### config.mk
export PLATFORM = sky130hd
export DESIGN_NAME = task_free_and_ready_lists_core
export DESIGN_NICKNAME = d
export VERILOG_FILES = /design/src/rtl/core/tflr_pkg.sv /design/src/rtl/core/tflr_ram.sv /design/src/rtl/core/task_free_and_ready_lists_core.sv
export SDC_FILE = /design/constraint.sdc
export NUM_CORES = 1
export LEC_CHECK = 0
export BUFFER_PORTS_ARGS = -buffer_cell sky130_fd_sc_hd__buf_2
export CAP_MARGIN = 40
export CELL_PAD_IN_SITES_DETAIL_PLACEMENT = 1
export CELL_PAD_IN_SITES_GLOBAL_PLACEMENT = 2
export CORE_ASPECT_RATIO = 1.25
export CORE_MARGIN = 4
export CORE_UTILIZATION = 42
export CTS_BUF_LIST = sky130_fd_sc_hd__clkbuf_16
export CTS_CLUSTER_DIAMETER = 30
export DETAILED_ROUTE_END_ITERATION = 6
export GPL_TIMING_DRIVEN = 0
export MAX_ROUTING_LAYER = met4
export PLACE_DENSITY_LB_ADDON = 0.1
export SETUP_SLACK_MARGIN = 0.5
export SLEW_MARGIN = 0
export SYNTH_ARGS = -nofsm -noshare
export SYNTH_HDL_FRONTEND = slang
export SYNTH_SLANG_ARGS = --single-unit
### constraint.sdc
create_clock -name clock -period 5.15 [get_ports clock]
set_input_delay 0.2575 -clock clock [delete_from_list [all_inputs] [get_ports clock]]
set_output_delay 0.2575 -clock clock [all_outputs]
set_load 0.05 [all_outputs]
### src/rtl/core/tflr_pkg.sv
// shared constants for the task free and ready list core
// field widths, operation codes and status codes; no dependencies
package tflr_pkg;

   localparam int TASK_SLOTS_DEFAULT = 64;

   localparam int FUNC_W   = 2;
   localparam int INDEX_W  = 6;
   localparam int STATUS_W = 2;

   localparam logic [FUNC_W-1:0] FUNC_CREATE = 2'd0;
   localparam logic [FUNC_W-1:0] FUNC_RUN    = 2'd1;
   localparam logic [FUNC_W-1:0] FUNC_STOP   = 2'd2;
   localparam logic [FUNC_W-1:0] FUNC_FREE   = 2'd3;

   localparam logic [STATUS_W-1:0] STATUS_OK     = 2'd0;
   localparam logic [STATUS_W-1:0] STATUS_NOFREE = 2'd1;
   localparam logic [STATUS_W-1:0] STATUS_EMPTY  = 2'd2;

endpackage

### src/rtl/core/tflr_ram.sv
// generic single write port, single read port ram with registered read
// no dependencies
module tflr_ram #(
   parameter int WIDTH = 8,
   parameter int DEPTH = 64
) (
   input  logic                     clock,
   input  logic                     wr_en,
   input  logic [$clog2(DEPTH)-1:0] wr_addr,
   input  logic [WIDTH-1:0]         wr_data,
   input  logic                     rd_en,
   input  logic [$clog2(DEPTH)-1:0] rd_addr,
   output logic [WIDTH-1:0]         rd_data
);

   logic [WIDTH-1:0] mem [DEPTH];
   logic [WIDTH-1:0] rd_data_ff;

   always_ff @(posedge clock) begin
      if (wr_en) begin
         mem[wr_addr] <= wr_data;
      end
      if (rd_en) begin
         rd_data_ff <= mem[rd_addr];
      end
   end

   assign rd_data = rd_data_ff;

endmodule

### src/rtl/core/task_free_and_ready_lists_core.sv
// Task table with a free list and a ready queue threaded through one link memory.
// A transaction is taken in the idle state, which reads the link of the relevant
// list head from the link ram, and the execute state updates the heads and
// tails, writes at most one link and registers the result. The result shows on the
// rsp_ ports for one cycle under rsp_strobe, in the same cycle in which busy drops,
// and cannot be stalled. The next transaction may be started in that same cycle.
// After reset the block stays busy while it initialises the link memory, one entry
// per cycle. Depends on tflr_pkg and tflr_ram.
module task_free_and_ready_lists_core #(
   parameter int TASK_SLOTS = tflr_pkg::TASK_SLOTS_DEFAULT
) (
   input  logic                          clock,
   input  logic                          reset,
   input  logic                          start,
   output logic                          busy,
   input  logic [tflr_pkg::FUNC_W-1:0]   req_func,
   input  logic [tflr_pkg::INDEX_W-1:0]  req_task_index,
   output logic                          rsp_strobe,
   output logic [tflr_pkg::STATUS_W-1:0] rsp_status,
   output logic [tflr_pkg::INDEX_W-1:0]  rsp_given_task,
   output logic [tflr_pkg::INDEX_W-1:0]  rsp_next_task,
   output logic                          rsp_next_valid
);
   import tflr_pkg::*;

   localparam int IDX_W = $clog2(TASK_SLOTS);
   localparam int PTR_W = IDX_W + 1;
   localparam logic [PTR_W-1:0] MARK     = PTR_W'(TASK_SLOTS);
   localparam logic [IDX_W-1:0] LAST_IDX = IDX_W'(TASK_SLOTS - 1);

   localparam logic [1:0] S_INIT = 2'd0;
   localparam logic [1:0] S_IDLE = 2'd1;
   localparam logic [1:0] S_EXEC = 2'd2;

   logic [1:0]         state_ff, state_in;
   logic [IDX_W-1:0]   clr_ff, clr_in;
   logic [PTR_W-1:0]   free_head_ff, free_head_in, free_tail_ff, free_tail_in;
   logic [PTR_W-1:0]   ready_head_ff, ready_head_in, ready_tail_ff, ready_tail_in;
   logic [FUNC_W-1:0]  func_ff, func_in;
   logic [INDEX_W-1:0] idx_ff, idx_in;

   logic                rsp_strobe_ff, rsp_strobe_in;
   logic [STATUS_W-1:0] rsp_status_ff, rsp_status_in;
   logic [INDEX_W-1:0]  rsp_given_ff, rsp_given_in;
   logic [INDEX_W-1:0]  rsp_next_ff, rsp_next_in;
   logic                rsp_valid_ff, rsp_valid_in;

   logic             accept;
   logic             rd_en;
   logic [IDX_W-1:0] rd_addr;
   logic [PTR_W-1:0] rd_link;
   logic             wr_en;
   logic [IDX_W-1:0] wr_addr;
   logic [PTR_W-1:0] wr_data;

   // working values for the execute cycle
   logic             idx_in_range;
   logic             free_empty, ready_empty;
   logic [PTR_W-1:0] got, nxt, push_val, given;
   logic             push_ready, push_free;
   logic [STATUS_W-1:0] status;

   assign busy   = (state_ff != S_IDLE);
   assign accept = start && !busy;

   // the pop target is read as the transaction is taken
   assign rd_en   = accept;
   assign rd_addr = (req_func == FUNC_STOP) ? ready_head_ff[IDX_W-1:0]
                                            : free_head_ff[IDX_W-1:0];

   tflr_ram #(
      .WIDTH (PTR_W),
      .DEPTH (TASK_SLOTS)
   ) u_link_ram (
      .clock   (clock),
      .wr_en   (wr_en),
      .wr_addr (wr_addr),
      .wr_data (wr_data),
      .rd_en   (rd_en),
      .rd_addr (rd_addr),
      .rd_data (rd_link)
   );

   always_comb begin
      state_in      = state_ff;
      clr_in        = clr_ff;
      free_head_in  = free_head_ff;
      free_tail_in  = free_tail_ff;
      ready_head_in = ready_head_ff;
      ready_tail_in = ready_tail_ff;
      func_in       = func_ff;
      idx_in        = idx_ff;
      rsp_strobe_in = 1'b0;
      rsp_status_in = rsp_status_ff;
      rsp_given_in  = rsp_given_ff;
      rsp_next_in   = rsp_next_ff;
      rsp_valid_in  = rsp_valid_ff;
      wr_en         = 1'b0;
      wr_addr       = clr_ff;
      wr_data       = PTR_W'(clr_ff) + PTR_W'(1);

      idx_in_range = (32'(idx_ff) < 32'(TASK_SLOTS));
      free_empty   = (free_head_ff >= MARK);
      ready_empty  = (ready_head_ff >= MARK);
      got          = (func_ff == FUNC_STOP) ? ready_head_ff : free_head_ff;
      nxt          = rd_link;
      push_val     = PTR_W'(idx_ff);
      push_ready   = 1'b0;
      push_free    = 1'b0;
      given        = '0;
      status       = STATUS_OK;

      case (state_ff)
         S_INIT: begin
            wr_en = 1'b1;
            clr_in = clr_ff + IDX_W'(1);
            if (clr_ff == LAST_IDX) begin
               state_in = S_IDLE;
            end
         end
         S_IDLE: begin
            if (accept) begin
               func_in  = req_func;
               idx_in   = req_task_index;
               state_in = S_EXEC;
            end
         end
         S_EXEC: begin
            case (func_ff)
               FUNC_CREATE: begin
                  if (free_empty) begin
                     status = STATUS_NOFREE;
                  end else begin
                     given = got;
                     if (got == free_tail_ff) begin
                        nxt = MARK;
                     end
                     if (nxt >= MARK) begin
                        free_head_in = MARK;
                        free_tail_in = MARK;
                     end else begin
                        free_head_in = nxt;
                     end
                     push_val   = got;
                     push_ready = 1'b1;
                  end
               end
               FUNC_RUN: begin
                  push_ready = idx_in_range;
               end
               FUNC_STOP: begin
                  if (ready_empty) begin
                     status = STATUS_EMPTY;
                  end else begin
                     given = got;
                     if (got == ready_tail_ff) begin
                        nxt = MARK;
                     end
                     if (nxt >= MARK) begin
                        ready_head_in = MARK;
                        ready_tail_in = MARK;
                     end else begin
                        ready_head_in = nxt;
                     end
                  end
               end
               default: begin
                  push_free = idx_in_range;
               end
            endcase

            // append to a list: either restart it or link from its tail
            if (push_ready) begin
               if (ready_empty || (ready_tail_ff >= MARK)) begin
                  ready_head_in = push_val;
               end else begin
                  wr_en   = 1'b1;
                  wr_addr = ready_tail_ff[IDX_W-1:0];
                  wr_data = push_val;
               end
               ready_tail_in = push_val;
            end
            if (push_free) begin
               if (free_empty || (free_tail_ff >= MARK)) begin
                  free_head_in = push_val;
               end else begin
                  wr_en   = 1'b1;
                  wr_addr = free_tail_ff[IDX_W-1:0];
                  wr_data = push_val;
               end
               free_tail_in = push_val;
            end

            rsp_strobe_in = 1'b1;
            rsp_status_in = status;
            rsp_given_in  = INDEX_W'(given);
            rsp_valid_in  = (ready_head_in < MARK);
            rsp_next_in   = rsp_valid_in ? INDEX_W'(ready_head_in) : '0;
            state_in      = S_IDLE;
         end
         default: begin
            state_in = S_IDLE;
         end
      endcase
   end

   always_ff @(posedge clock) begin
      if (reset) begin
         state_ff      <= S_INIT;
         clr_ff        <= '0;
         free_head_ff  <= '0;
         free_tail_ff  <= PTR_W'(TASK_SLOTS - 1);
         ready_head_ff <= MARK;
         ready_tail_ff <= MARK;
         rsp_strobe_ff <= 1'b0;
      end else begin
         state_ff      <= state_in;
         clr_ff        <= clr_in;
         free_head_ff  <= free_head_in;
         free_tail_ff  <= free_tail_in;
         ready_head_ff <= ready_head_in;
         ready_tail_ff <= ready_tail_in;
         rsp_strobe_ff <= rsp_strobe_in;
      end
   end

   always_ff @(posedge clock) begin
      func_ff       <= func_in;
      idx_ff        <= idx_in;
      rsp_status_ff <= rsp_status_in;
      rsp_given_ff  <= rsp_given_in;
      rsp_next_ff   <= rsp_next_in;
      rsp_valid_ff  <= rsp_valid_in;
   end

   assign rsp_strobe     = rsp_strobe_ff;
   assign rsp_status     = rsp_status_ff;
   assign rsp_given_task = rsp_given_ff;
   assign rsp_next_task  = rsp_next_ff;
   assign rsp_next_valid = rsp_valid_ff;

endmodule
==> results of run 1 <==
==> stage by stage <==
stage                     instance area (um^2)  setup TNS (ns)  std cells
final                                    26030               0       2254
after global routing                     26030               0       2253
after global placement                   22020        -1532.60       2044
after CTS                                26020               0       2252
after floorplan                          21070               0       1367
after detailed placement                 22460               0       2061
==> layout make-up <==
class	count	area, um^2
timing repair buffer	53	589.3
multi-input combinational	774	5675
clock buffer	97	2427
inverter	12	46.29
antenna	1	2.502
tap	651	814.5
clock inverter	85	1042
sequential	515	15090
fill	4705	23500
buffer	66	337.8
==> where the power goes <==
part	internal, mW	switching (mW)	total, mW
registers	4.61	0.00810	4.62
logic	0.0672	0.162	0.229
clock network	4.45	2.18	6.64
==> state kept, by name, indices dropped and copies added (netlist names) <==
| register | flops |
|---|---|
| clr_ff | 6 |
| free_head_ff | 7 |
| free_tail_ff | 7 |
| func_ff | 2 |
| idx_ff | 6 |
| ready_head_ff | 7 |
| ready_tail_ff | 7 |
| rsp_given_task | 6 |
| rsp_next_task | 6 |
| rsp_next_valid | 1 |
| rsp_status | 2 |
| rsp_strobe | 1 |
| state_ff | 2 |
| u_link_ram.mem | 448 |
| u_link_ram.rd_data | 7 |
==> path summary, 6_finish.rpt <==
| path | startpoint | endpoint | slack, ns | depth (start not counted) |
|---|---|---|---|---|
| worst max register to register | func_ff[1]$_DFFE_PP_ | u_link_ram.mem[16][6]$_DFFE_PP_ | 1.12 | 9 |
| worst min register to register | free_tail_ff[3]$_SDFFE_PP1P_ | free_tail_ff[3]$_SDFFE_PP1P_ | 0.52 | 1 |
| worst max-delay path | func_ff[1]$_DFFE_PP_ | u_link_ram.mem[16][6]$_DFFE_PP_ | 1.12 | 9 |
| worst min-delay path | reset | state_ff[0]$_SDFFE_PP0P_ | 0.16 | 2 |
==> per-layer routing <==
metal  up-vias  wire (um)  part of all wire, %
li1       5686          -                    -
met1      6527      24810                   41
met2       292      31120                   52
met3        99       2502                  4.2
met4         0       1472                  2.5
met5         -          0                    0
==> repair_timing <==
item | CTS | global route
gates resized for setup | 0 | 0
hold buffers | 9 | 0
hold endpoints to repair | 9 | 0
==> worst reg2reg max path, cell delays in order, from the launching register on <==
cell,delay [ns]
edfxtp_1,0.45
inv_1,0.17
ha_1,0.28
nand2b_4,0.06
buf_6,0.14
a211oi_2,0.31
o21ai_2,0.23
a22oi_1,0.51
nand3_1,0.63
nor2_1,0.85
==> cells in the final DEF (no fill, tap or decap), drive strengths merged, types with 3 or more instances in the layout <==
cell	synthesis	layout
a22oi	6	6
dlygate4sd3	0	9
nand2	178	178
mux4	56	56
buf	40	84
a22o	30	30
xnor2	19	19
nand3	34	34
bufinv	0	20
or3	4	4
a31oi	57	57
nor3b	3	3
o21ai	26	26
mux2i	52	52
edfxtp	478	478
nand4	8	8
a21boi	7	7
a32oi	21	21
a221oi	9	9
and2	5	5
o21a	6	6
clkinv	1	26
clkbuf	26	123
a222oi	6	6
nor3	5	5
inv	11	32
nor2	124	124
and3	15	15
nand2b	10	10
ha	5	5
a211oi	16	16
dfxtp	37	37
xor2	4	4
clkinvlp	0	19
nor2b	19	19
a21oi	22	22
a211o	6	6
==> kinds of logic (layout without fill, tap and decap cells) <==
| kind of cell | after synthesis | after routing | synth area share, % |
|---|---|---|---|
| buffers and inverters | 78 | 313 | 1.823 |
| other | 0 | 1 | 0 |
| multiplexers | 108 | 108 | 8.456 |
| adder cells (fa/ha/maj) | 5 | 5 | 0.2969 |
| XOR/XNOR | 23 | 23 | 0.9560 |
| flip-flops | 515 | 515 | 71.63 |
| AO/OA/AOI/OAI | 223 | 223 | 7.892 |
| AND/OR/NAND/NOR | 415 | 415 | 8.942 |
==> out/metrics.csv, run 1 <==
metric,value,unit
grt_use_met3,3.923,%
timing.hold.ws,0.1605,ns
antenna_found_initial,0,
power_density,441.2,mW/mm^2
initial_core_util,42.54,%
ys_seq_area_share,71.63,%
met1_usage,28.18,%
drv_cap,0,
max_stage_delay,0.85,ns
worst_pin_slew,0.9129,ns
clock.fmax,248.1,MHz
global_route.usage.total,22.97,%
ys_types,66,
rows,91,
p_leak,8.948,nW
synthCells,1367,
synthFlopType,edfxtp_1,
busiest_layer,met2,
finClkSkew,0.02112,ns
routed_wl,59.91,mm
synth_edf_count,478,
post-route-util,52.56,%
viasPerCell,5.592,
critPathArrivalTime,4.28,ns
dieHeight,258.4,um
netlist_area,0.02107,mm^2
synthesis.nets,1383,
yosys-top-cells-count,"edfxtp_1, nand2_1, nor2_1",
fin_crit_sh,78.27,%
ant_nets,0,
io_buffers,26,
dieArea,0.05384,mm^2
post_cts_buffers,0,
initialDrtViolationCount,883,
hold_viol_final,0,
io_pins,28,
rsz0062_at_grt,false,
synth.area.top_cells,"edfxtp_1, mux4_2, dfxtp_1",
drc,0,
hp-class,primary input to flip-flop,
ys_ff_latch,515,
area_growth,23.53,%
cts_tree,done,
critPathTopFamily,simple AND/OR/NAND/NOR gates,
start_kind,flip-flop,
yosysMostFrequentCell,edfxtp_1,
synth.avg_cell_area,15.41,um^2
path_class,flip-flop to flip-flop,
cp-end-kind,flip-flop,
numCtsBuffers,96,
cts_root_buf,clkbuf_16,
synth_top_cell_by_area,edfxtp_1,
coreArea,0.04953,mm^2
htree_levels,3,
clock_path_buffers,3,
place_ws,1.040,ns
grt_max_degree,37,
grt-ovfl-total,0,
first_global_vias,13451,
grt_pass1_wl,89.09,mm
yosysTopAreaCellShare,68.12,%
insertion_delay,0.64,ns
period_needed,4.031,ns
crit_fanout,9,
total_power,11.48,mW
drive_above_1_share,21.60,%
worst_slack,1.119,ns
avgRoutedWirePerCell,26.58,um
numClockSinks,515,
met2_usage,39.53,%
async_reset_ff_share,0,%
dp_hpwl,40.86,mm
vias,12604,
nNetsFinal,1534,
status,"finished, final reports clean",
dr.pass1.iters,5,
crit_path_top_delay_cell,nor2_1,
crit_chain,inv_1 -> ha_1 -> nand2b_4 -> buf_6 -> a211oi_2 -> o21ai_2 -> a22oi_1 -> nand3_1 -> nor2_1,
clk_pin_slew,0.05,ns
vdd_ir_drop_max,383.6,uV
final-setup-viol-count,0,
required,5.40,ns
path_buf_inv,2,
drv_slew,0,
place.gp.congestion,0.8534,
yosysWarnings,0,
slew_headroom,38.91,%
die_w,208.3,um
(Power assumes the default switching activity.)
==> run 2, diff against run 1 <==
==> constraint.sdc (replaced) <==
create_clock -name clock -period 3.7 [get_ports clock]
set_input_delay 0.185 -clock clock [delete_from_list [all_inputs] [get_ports clock]]
set_output_delay 0.185 -clock clock [all_outputs]
set_load 0.05 [all_outputs]
==> out/metrics.csv, run 2 (same netlist as run 1, synthesis figures left out) <==
metric,value,unit,change
status,"finished, final reports clean",,
avgRoutedWirePerCell,27.19,um,+2.3%
drv_slew,0,,unchanged
start_kind,primary input,,
fin_setup_tns,0,ns,unchanged
critPathTopFamily,buffers and inverters,,
path_class,primary input to flip-flop,,
vdd_ir_drop_max,523.1,uV,+36%
clk_pin_slew,0.05,ns,about the same
crit_fanout,10,,+1
path_common_cell,buf_4,,
grt_pass1_wl,93.27,mm,+4.7%
numClockSinks,515,,unchanged
worst_slack,0.5921,ns,-0.5269 ns
first_global_vias,13975,,+3.9%
cts_tree,done,,
slew_headroom,39.85,%,+0.94 points
dieArea,0.05384,mm^2,unchanged
antenna_found_initial,0,,unchanged
dr.pass1.iters,5,,unchanged
viasPerCell,5.638,,+0.83%
drv_cap,0,,unchanged
rrSetupSlack,0.60,ns,-0.52 ns
path_buf_inv,5,,+3
coreArea,0.04953,mm^2,unchanged
area_growth,29.39,%,
rsz0062_at_grt,true,,
max_stage_delay,0.52,ns,-0.33 ns
met1Wirelength,25.67,mm,+3.4%
whs_endpoint,state_ff[0]$_SDFFE_PP0P_,,
initialDrtViolationCount,968,,+9.6%
total_power,16.18,mW,+41%
hold_path_depth,2,,unchanged
drc,0,,unchanged
clock.fmax,321.8,MHz,
dr_wl_met2,32.31,mm,+3.8%
min-delay-start,reset,,
die_w,208.3,um,unchanged
worst_pin_slew,0.9023,ns,-0.01062 ns
global_route.usage.total,23.99,%,+1.0 points
fin_crit_sh,84.00,%,
crit_path_top_delay_cell,dlygate4sd3_1,,
highest_layer,met4,,
crit_chain,dlygate4sd3_1 -> buf_2 -> nand2b_1 -> mux2i_4 -> buf_4 -> buf_4 -> buf_4 -> mux2i_1 -> a32oi_1 -> a31oi_1 -> nand4_1,,
grt-ovfl-total,0,,unchanged
layout_common_cells,"edfxtp_1, nand2_1, clkbuf_16",,
vias,12929,,+2.6%
dp_cells,2065,,+0.19%
met3_wirelength,2.463,mm,-1.6%
initial_core_util,42.54,%,unchanged
p_leak,9.345,nW,+4.4%
finClkSkew,0.01681,ns,-0.004311 ns
place.gp.congestion,0.8343,,-2.2%
critPathArrivalTime,3.45,ns,-0.83 ns
antenna_cells,0,,-1
nNetsFinal,1574,,+2.6%
rows,91,,unchanged
cts_root_buf,clkbuf_16,,
hp-class,primary input to flip-flop,,
fin_cells,2293,,+1.7%
reg2reg_to,u_link_ram.mem[48][4]$_DFFE_PP_,,
final_common_cell,edfxtp_1,,
insertion_delay,0.63,ns,about the same
drive_above_1_share,29.29,%,+7.7 points
io_buffers,26,,unchanged
io_pins,28,,unchanged
grt_max_degree,33,,-11%
power_density,593.6,mW/mm^2,+35%
required,4.04,ns,-1.36 ns
dp_hpwl,41.45,mm,+1.4%
largest_register_ffs,448,,unchanged
htree_levels,3,,unchanged
numCtsBuffers,99,,+3.1%
hold_viol_final,0,,unchanged
cp-end-kind,flip-flop,,
regToRegStartpoint,func_ff[0]$_DFFE_PP_,,
final-setup-viol-count,0,,unchanged
clock_path_buffers,3,,unchanged
top_register,u_link_ram.mem,,
dieHeight,258.4,um,unchanged
period_needed,3.108,ns,
reg2regPathDepth,9,,unchanged
place_ws,-0.4563,ns,-1.496 ns
fill_cells,4637,,-1.4%
ant_nets,0,,unchanged
routed_wl,62.35,mm,+4.1%
==> run 2: worst max path at each step <==
stage / depth (start not counted) / end / slack [ns] / from
6_report: 11 / u_link_ram.rd_data[2]$_DFFE_PP_ / 0.59 / req_func[0]
5_1_grt: 10 / u_link_ram.mem[3][0]$_DFFE_PP_ / 0.46 / func_ff[0]$_DFFE_PP_
4_1_cts: 9 / ready_tail_ff[3]$_SDFFE_PP0P_ / 0.46 / func_ff[0]$_DFFE_PP_
3_5_place_dp: 9 / u_link_ram.mem[16][0]$_DFFE_PP_ / -0.46 / func_ff[1]$_DFFE_PP_
3_3_place_gp: 8 / u_link_ram.mem[22][1]$_DFFE_PP_ / -3.08 / func_ff[1]$_DFFE_PP_
2_1_floorplan: 8 / u_link_ram.mem[0][1]$_DFFE_PP_ / -0.10 / func_ff[1]$_DFFE_PP_
==> run 2: area by class of cell <==
class | count | area [um^2] | area share [%]
tap | 651 | 814.5 | 2.988
timing repair buffer | 88 | 1056 | 3.873
clock inverter | 84 | 989.7 | 3.630
inverter | 12 | 46.29 | 0.1698
clock buffer | 101 | 2527 | 9.270
multi-input combinational | 776 | 6374 | 23.38
sequential | 515 | 15090 | 55.37
buffer | 66 | 361.6 | 1.326
==> run 2: per-stage QoR <==
| step | utilization (%) | hold WS (ns) | instance area [um^2] |
|---|---|---|---|
| final | 55.05 | 0.1221 | 27260 |
| after global routing | 55.05 | 0.1320 | 27260 |
| after floorplan | - | 0.2839 | 21080 |
| after CTS | 54.68 | 0.07795 | 27080 |
| after global placement | 44.47 | 0.3673 | 22020 |
| after detailed placement | 45.42 | 0.3652 | 22500 |
==> run 2: worst register-to-register path: stages (launching register included) <==
cell	delay (ns)
edfxtp_1	0.41
inv_1	0.12
ha_4	0.20
nand2b_4	0.06
buf_6	0.14
clkbuf_1	0.46
nor2_1	0.11
a21oi_1	0.72
o21ai_4	0.31
buf_16	0.27
==> run 2: routing by layer <==
metal	vias to the layer above	track usage, %
met2	331	40.85
met4	0	7.958
met1	6718	29.71
met3	111	3.620
li1	5769	-
met5	-	-
==> run 2: power breakdown <==
group          leakage, nW  switching [mW]  internal [mW]  total (mW)
sequential            4.55          0.0123           6.41        6.43
combinational         3.07           0.264          0.126       0.390
clock                 1.72            3.07           6.30        9.37
==> run 2: timing repair <==
| action | 4_1_cts | 5_1_grt |
|---|---|---|
| gates cloned | 2 | 0 |
| hold buffers | 9 | 0 |
| buffers inserted | 25 | 7 |
| resized for setup | 165 | 24 |
| endpoints found under the setup margin | 637 | 640 |
| endpoints found under the hold margin | 9 | 0 |
| pin swaps | 25 | 13 |
